## src/rtl/core/barc_pkg.sv

```systemverilog
// Shared types and constants for the barometer raw compensation block.
// No dependencies; imported by every module of the block.
`default_nettype none
package barc_pkg;

   localparam int unsigned RawWidth      = 20;
   localparam int unsigned CoefWidth     = 16;
   localparam int unsigned CsrDataWidth  = 32;
   localparam int unsigned CsrIndexWidth = 4;
   localparam int unsigned DivBits       = 64;
   localparam int unsigned FrontStages   = 9;
   localparam int unsigned QueueDepth    = 4;
   localparam int unsigned QueuePtrWidth = $clog2(QueueDepth);

   localparam logic [CsrIndexWidth-1:0] CsrTempOffset = 4'd0;
   localparam logic [CsrIndexWidth-1:0] CsrTempLinear = 4'd1;
   localparam logic [CsrIndexWidth-1:0] CsrTempSquare = 4'd2;
   localparam logic [CsrIndexWidth-1:0] CsrPressScale = 4'd3;
   localparam logic [CsrIndexWidth-1:0] CsrPressC23   = 4'd4;
   localparam logic [CsrIndexWidth-1:0] CsrPressC45   = 4'd5;
   localparam logic [CsrIndexWidth-1:0] CsrPressC67   = 4'd6;
   localparam logic [CsrIndexWidth-1:0] CsrPressC89   = 4'd7;

   typedef struct packed {
      logic [CoefWidth-1:0] t1;
      logic [CoefWidth-1:0] t2;
      logic [CoefWidth-1:0] t3;
      logic [CoefWidth-1:0] p1;
      logic [CoefWidth-1:0] p2;
      logic [CoefWidth-1:0] p3;
      logic [CoefWidth-1:0] p4;
      logic [CoefWidth-1:0] p5;
      logic [CoefWidth-1:0] p6;
      logic [CoefWidth-1:0] p7;
      logic [CoefWidth-1:0] p8;
      logic [CoefWidth-1:0] p9;
   } barc_cfg_type;

   typedef struct packed {
      logic [RawWidth-1:0] press;
      logic [31:0]         fine;
      logic [15:0]         tcent;
      logic [63:0]         numer;
      logic [63:0]         denom;
   } barc_job_type;

   typedef struct packed {
      logic [31:0] fine;
      logic [15:0] tcent;
      logic        zero;
      logic        neg;
   } barc_side_type;

endpackage
`default_nettype wire

```

## src/rtl/core/barc_queue.sv

```systemverilog
// Small request queue between the front and back pipelines.
// Depends on barc_pkg.
`default_nettype none
module barc_queue
   import barc_pkg::*;
(
   input  wire logic         clock,
   input  wire logic         reset,
   input  wire logic         push,
   input  wire barc_job_type push_job,
   output logic              full,
   input  wire logic         pop,
   output logic              empty,
   output barc_job_type      pop_job
);

   barc_job_type             mem [QueueDepth];
   logic [QueuePtrWidth-1:0] wr_ptr_ff, rd_ptr_ff;
   logic [QueuePtrWidth:0]   count_ff;

   assign full    = (count_ff == (QueuePtrWidth+1)'(QueueDepth));
   assign empty   = (count_ff == '0);
   assign pop_job = mem[rd_ptr_ff];

   always_ff @(posedge clock) begin
      if (push) begin
         mem[wr_ptr_ff] <= push_job;
      end
   end

   always_ff @(posedge clock) begin
      if (reset) begin
         wr_ptr_ff <= '0;
         rd_ptr_ff <= '0;
         count_ff  <= '0;
      end else begin
         if (push) begin
            wr_ptr_ff <= wr_ptr_ff + 1'b1;
         end
         if (pop) begin
            rd_ptr_ff <= rd_ptr_ff + 1'b1;
         end
         if (push && !pop) begin
            count_ff <= count_ff + 1'b1;
         end else if (pop && !push) begin
            count_ff <= count_ff - 1'b1;
         end
      end
   end

   a_no_overflow: assert property (@(posedge clock) disable iff (reset) push |-> !full)
      else $error("queue push while full");
   a_no_underflow: assert property (@(posedge clock) disable iff (reset) pop |-> !empty)
      else $error("queue pop while empty");
   a_count_range: assert property (@(posedge clock) disable iff (reset)
      count_ff <= (QueuePtrWidth+1)'(QueueDepth))
      else $error("queue count out of range");

endmodule
`default_nettype wire

```

## config.mk

```make
export PLATFORM = sky130hd
export DESIGN_NAME = barc_queue
export DESIGN_NICKNAME = d
export VERILOG_FILES = /design/src/rtl/core/barc_pkg.sv /design/src/rtl/core/barc_queue.sv
export SDC_FILE = /design/constraint.sdc
export NUM_CORES = 1
export LEC_CHECK = 0
export ABC_AREA = 1
export BUFFER_PORTS_ARGS = -buffer_cell sky130_fd_sc_hd__buf_4
export CORE_MARGIN = 2
export CORE_UTILIZATION = 45
export CTS_BUF_LIST = sky130_fd_sc_hd__clkbuf_16
export CTS_CLUSTER_DIAMETER = 30
export DETAILED_ROUTE_END_ITERATION = 12
export SETUP_SLACK_MARGIN = 0.3
export SYNTH_ARGS = -nofsm -noshare
export SYNTH_HDL_FRONTEND = slang
export SYNTH_SLANG_ARGS = --single-unit
export TNS_END_PERCENT = 50
```

## constraint.sdc

```tcl
create_clock -name clock -period 6.33 [get_ports clock]
set_clock_uncertainty 0.05 [all_clocks]
set_input_delay 0.3165 -clock clock [delete_from_list [all_inputs] [get_ports clock]]
set_output_delay 0.3165 -clock clock [all_outputs]
set_load 0.01 [all_outputs]
```

==> impl_metrics.py, run 1 <==
metrics = {
    "status": {
        "status": "completed",
    },
    "yosys": {
        "synth_edf_count": 784,
        "yosys.area_share.simple": 0.0527,
        "syn-num-nets": 2159,
        "synth_seq_cells": 793,
        "synth_top_area_frac": 0.801,
        "ys_top_cells_by_count": "edfxtp_1, nor2_1, o21ai_0, o22ai_1, o21ai_1",
        "avgSynthCellArea_um2": 15.1,
        "synth.distinct_cells": 22,
        "synthMuxAreaShare": 0,
        "synth-main-ff-cell": "edfxtp_1",
        "synthAdderAreaFrac": 0.00281,
        "synth_seq_area_share": 0.807,
        "yosys-top-cells-area": "edfxtp_1, nor2_1, o22ai_1",
        "synth_xor_area_frac": 0.000298,
        "synth_top_area_cell": "edfxtp_1",
        "synth_async_sr_flop_share": 0,
        "ys.warnings.count": 0,
        "synth_top_family_by_area": "compound AO/OA/AOI/OAI gates",
        "syn_area_um2": 29400,
        "synthCells": 1953,
        "synth_compound_area_frac": 0.110,
        "yosysMostFrequentCell": "edfxtp_1",
    },
    "job": {
        "drv_cap": 0,
    },
    "timing": {
        "drv_slew": 0,
        "setup-violations-final": 0,
        "rsz0062_at_grt": "false",
        "worst_pin_slew_ps": 1280,
        "tns_ps": 0,
        "final.setup.worst_slack_ps": 2360,
        "slew_headroom": 0.149,
        "period_minus_slack_ps": 3970,
        "finalHoldViolations": 0,
        "fmax_mhz": 252,
        "fin_crit_sh": 0.628,
    },
    "floorplan": {
        "die_area_um2": 67400,
        "die_h_um": 260,
        "start_util": 0.455,
        "rows": 93,
        "fp.coreArea_um2": 64600,
        "pin_count": 398,
        "fp.dieW_um": 260,
    },
    "placement": {
        "numPortBuffers": 397,
        "place.detailed.hpwl_um": 36300,
        "post-place-cells": 3089,
        "place_congestion": 0.753,
        "pre_cts_slack_ps": 3160,
        "post_dp_cell_area_um2": 32900,
    },
    "pwr": {
        "ir_drop_mv": 0.332,
        "powerDensity_nw_per_um2": 383,
        "leakagePower_nw": 14.4,
    },
    "final_layout": {
        "area_growth_pct": 36.4,
        "drive_gt1_frac": 0.241,
        "fin_nets": 2790,
        "finalInstanceArea_um2": 40100,
        "fin_cells": 3570,
        "final_util": 0.621,
    },
    "grt": {
        "grt_pass1_vias": 19208,
        "grt_max_degree": 215,
        "antenna_found_initial": 8,
        "grt_use_total": 0.211,
        "grt_pass1_wl_um": 108000,
        "globalRouteOverflowTotal": 0,
    },
    "setup_path": {
        "cp_data_required_time_ps": 5960,
        "end_kind": "output pin",
        "critPathLaunchType": "register",
        "worst-path-max-fanout": 214,
        "crit_type": "reg2out",
        "cp.arrival_ps": 3610,
    },
    "hold_path": {
        "hold_class": "in2reg",
    },
    "route": {
        "wl_per_cell_um": 20.2,
        "drt-total-wl_um": 72100,
        "ant_nets": 0,
        "viasPerCell": 5.28,
        "drt-pass1-iter-count": 5,
        "drtIter0Drc": 1466,
        "drc": 0,
        "num_vias": 18862,
    },
    "clock_tree": {
        "numCtsBuffers": 149,
        "cts_tree": "built",
        "cts_resized": 0,
        "clkLatencyLatePin_ps": 700,
        "clk_pin_slew_worst_paths_ps": 50,
        "h-tree-depth": 4,
        "clock-sinks": 793,
        "cts_setup_buffers": 0,
        "root_buffer": "clkbuf_16",
        "hold_buffers": 199,
        "clockBufferDepth": 3,
    },
}
==> sequential cells by signal, summed over array words and instances, names as in the netlist, named ones only <==
signal and flops:
count_ff 3, mem 784, wr_ptr_ff 2, rd_ptr_ff 2
==> cell usage in the layout (no fill, tap or decap), types with 7 or more instances in the layout <==
| cell type | instances |
|---|---|
| nand2_1 | 9 |
| dfxtp_1 | 7 |
| o21ai_1 | 184 |
| inv_6 | 10 |
| diode_2 | 9 |
| clkinv_4 | 8 |
| clkinv_2 | 18 |
| inv_1 | 26 |
| clkinv_1 | 24 |
| clkbuf_16 | 154 |
| o21ai_0 | 213 |
| o22ai_1 | 196 |
| clkinvlp_4 | 16 |
| edfxtp_1 | 784 |
| buf_4 | 405 |
| nor2_1 | 398 |
| bufinv_16 | 24 |
| dlygate4sd3_1 | 199 |
==> critical path, stage by stage (launching register included) <==
cell and delay [ps]:
dfxtp_4 370, buf_4 790, buf_12 480, o21ai_0 310, o22ai_1 270, buf_4 160
==> through the flow <==
step | hold WS [ps] | total power [mW]
4_1_cts | 209 | 15.5
3_5_place_dp | 380 | 7.37
6_report | 273 | 15.3
2_1_floorplan | 339 | 6.77
3_3_place_gp | 363 | 7.34
5_1_grt | 241 | 15.8
==> routing by layer <==
metal  GRT usage  part of all wire  vias to the layer above  wire [um]
li1            -                 -                     8772          -
met1       0.256              0.40                     9372      29000
met2       0.350              0.50                      575      36000
met3      0.0625             0.068                      139       4890
met4      0.0943             0.031                        4       2200
met5           0           0.00037                        -         27
==> cells by family after synthesis <==
group,count (synthesis)
fa+ha+maj,6
simple gates,411
compound gates,596
flops,793
buf+inv,146
xor+xnor,1
==> report_power, final <==
part / internal (mW) / switching (mW) / total [mW]
Clock: 5.39 / 2.58 / 7.97
Sequential: 6.03 / 0.0524 / 6.08
Combinational: 0.531 / 0.765 / 1.30
Total: 12.0 / 3.40 / 15.3
==> final cells by class <==
| type | count | area [um2] |
|---|---|---|
| sequential | 793 | 23700 |
| antenna | 9 | 22.5 |
| timing repair buffer | 609 | 5130 |
| tap | 855 | 1070 |
| clock buffer | 154 | 3850 |
| clock inverter | 119 | 1330 |
| inverter | 17 | 114 |
| multi-input combinational | 1014 | 4870 |
| fill | 4712 | 24500 |
==> worst paths after layout <==
path / from / to / slack, ps / depth (start not counted)
setup reg to reg: wr_ptr_ff[0]$_SDFFE_PP0P_ / mem[0][48]$_DFFE_PP_ / 3650 / 5
setup / recovery: register / pop_job[66] / 2360 / 5
hold / removal: reset / count_ff[0]$_SDFFE_PP0P_ / 270 / 3
hold reg to reg: rd_ptr_ff[1]$_SDFFE_PP0P_ / register / 380 / 1
Power figures use the tool's default switching activity.
==> inputs of run 2 (changes only) <==
--- a/config.mk
+++ b/config.mk
@@ -12,6 +12,7 @@
 export CTS_BUF_LIST = sky130_fd_sc_hd__clkbuf_16
 export CTS_CLUSTER_DIAMETER = 30
 export DETAILED_ROUTE_END_ITERATION = 12
+export PLACE_DENSITY = 0.67
 export SETUP_SLACK_MARGIN = 0.3
 export SYNTH_ARGS = -nofsm -noshare
 export SYNTH_HDL_FRONTEND = slang
==> constraint.sdc (replaced) <==
create_clock -name clock -period 3.6 [get_ports clock]
set_clock_uncertainty 0.05 [all_clocks]
set_input_delay 0.18 -clock clock [delete_from_list [all_inputs] [get_ports clock]]
set_output_delay 0.18 -clock clock [all_outputs]
set_load 0.01 [all_outputs]
==> run 2 against run 1 <==
Compared with the run above:
- clock power rose by 68%
- register-to-register slack got worse by 2500 ps
- design area is 0.14% lower
- wire length increased by 1.2%
- via count rose by 1.8%
- largest power group unchanged
==> impl_metrics.py, run 2 (synthesis results as in run 1) <==
metrics = {
    "timing": {
        "finalHoldViolations": 0,
        "worst_pin_slew_ps": 1010,
        "drv_slew": 0,
        "slew_headroom": 0.326,
        "tns_ps": 0,
        "rsz0062_at_grt": "false",
        "fin_crit_sh": 0.866,
        "period_minus_slack_ps": 3120,
        "setup-violations-final": 0,
        "fmax_mhz": 321,
        "hold_slack_ps": 176,
    },
    "final_layout": {
        "fin_nets": 2802,
        "regMostFlops": "mem",
        "drive_gt1_frac": 0.244,
        "final_util": 0.620,
        "final_cell_mix": "edfxtp_1, buf_4, nor2_1, o21ai_0, dlygate4sd3_1",
        "layout_commonest_cell": "edfxtp_1",
        "area_growth_pct": 36.2,
        "top_regs": "mem: 784 flops, count_ff: 3 flops",
        "finalInstanceArea_um2": 40100,
        "largest_reg_flops": 784,
    },
    "clock_tree": {
        "cts_tree": "built",
        "root_buffer": "clkbuf_16",
        "h-tree-depth": 4,
        "clock-sinks": 793,
        "cts_setup_buffers": 0,
        "numCtsBuffers": 145,
        "clkLatencyLatePin_ps": 690,
        "clockBufferDepth": 3,
        "clk_pin_slew_worst_paths_ps": 50,
    },
    "route": {
        "drt-total-wl_um": 73000,
        "drc": 0,
        "ant_nets": 0,
        "drt-pass1-iter-count": 5,
        "drtIter0Drc": 1392,
        "wl_per_cell_um": 20.4,
        "num_vias": 19197,
        "viasPerCell": 5.37,
    },
    "hold_path": {
        "hold_path_end": "mem[2][3]$_DFFE_PP_",
        "worstHoldPathCells": 2,
        "hold_class": "in2reg",
        "min_from": "push_job[3]",
    },
    "setup_path": {
        "end_kind": "output pin",
        "cp_data_required_time_ps": 3370,
        "worst-path-max-fanout": 102,
        "critPathLaunchType": "register",
        "r2r_end": "mem[3][112]$_DFFE_PP_",
        "crit_type": "reg2out",
        "cp.arrival_ps": 2890,
        "r2r-start": "wr_ptr_ff[1]$_SDFFE_PP0P_",
        "r2r_cells": 5,
        "rrSetupSlack_ps": 1120,
    },
    "pwr": {
        "ir_drop_mv": 0.563,
        "leakagePower_nw": 14.3,
        "p_total_mw": 26.4,
        "powerDensity_nw_per_um2": 659,
    },
    "grt": {
        "globalRouteOverflowTotal": 0,
        "grt_pass1_vias": 19843,
        "grt_max_degree": 196,
        "antenna_found_initial": 7,
        "grt_use_total": 0.214,
        "grt_pass1_wl_um": 110000,
    },
    "floorplan": {
        "fp.coreArea_um2": 64600,
        "die_area_um2": 67400,
        "start_util": 0.455,
        "fp.dieW_um": 260,
        "pin_count": 398,
        "rows": 93,
        "die_h_um": 260,
    },
    "status": {
        "status": "completed",
    },
    "job": {
        "drv_cap": 0,
    },
    "placement": {
        "place_congestion": 0.771,
        "place.detailed.hpwl_um": 38600,
        "numPortBuffers": 397,
        "post_dp_cell_area_um2": 33100,
    },
}
==> run 2: final cells by class <==
class	count	area (um2)
timing repair buffer	625	5370
antenna	6	15.0
sequential	793	23700
clock inverter	112	1120
fill	4579	24500
multi-input combinational	1014	4880
inverter	17	96.3
tap	855	1070
clock buffer	151	3780
==> run 2: worst max path at each step <==
stage                                    startpoint                  end  slack (ps)  cells after the start
after CTS                                  register          pop_job[14]         510                      4
after detailed placement                   register         pop_job[193]        1030                      5
after global routing                       register          pop_job[21]         340                      4
after floorplan           wr_ptr_ff[0]$_SDFFE_PP0P_  mem[0][0]$_DFFE_PP_        -370                      4
final                                      register          pop_job[21]         480                      4
after global placement                     register         pop_job[183]        1060                      5
==> run 2: metrics by stage <==
step           cells  setup WS [ps]
6_report        3573            482
5_1_grt         3572            341
4_1_cts         3567            509
3_5_place_dp    3104           1030
3_3_place_gp    3104           1060
2_1_floorplan   1953           -368
==> run 2: report_power, final <==
group	internal (mW)	leakage, nW	switching [mW]
Clock	8.94	2.45	4.44
Sequential	10.6	7.28	0.109
Combinational	0.960	4.62	1.35
Total	20.5	14.3	5.90
==> run 2: critical path, cell delays in order (launching register included) <==
cell and delay [ps]:
dfxtp_4 850, buf_12 450, o21ai_0 240, o22ai_1 290, buf_4 180
==> run 2: per-layer routing <==
| layer | wire length, um | GRT usage |
|---|---|---|
| met4 | 2700 | 0.108 |
| met2 | 37200 | 0.360 |
| met1 | 28400 | 0.254 |
| met5 | 22 | 0 |
| met3 | 4670 | 0.0572 |
==> run 2: repair_timing <==
| action | 4_1_cts | 5_1_grt |
|---|---|---|
| endpoints found under the hold margin | 793 | 0 |
| setup endpoints to repair | 2 | 0 |
| resized for setup | 1 | 0 |
| hold buffers | 200 | 0 |
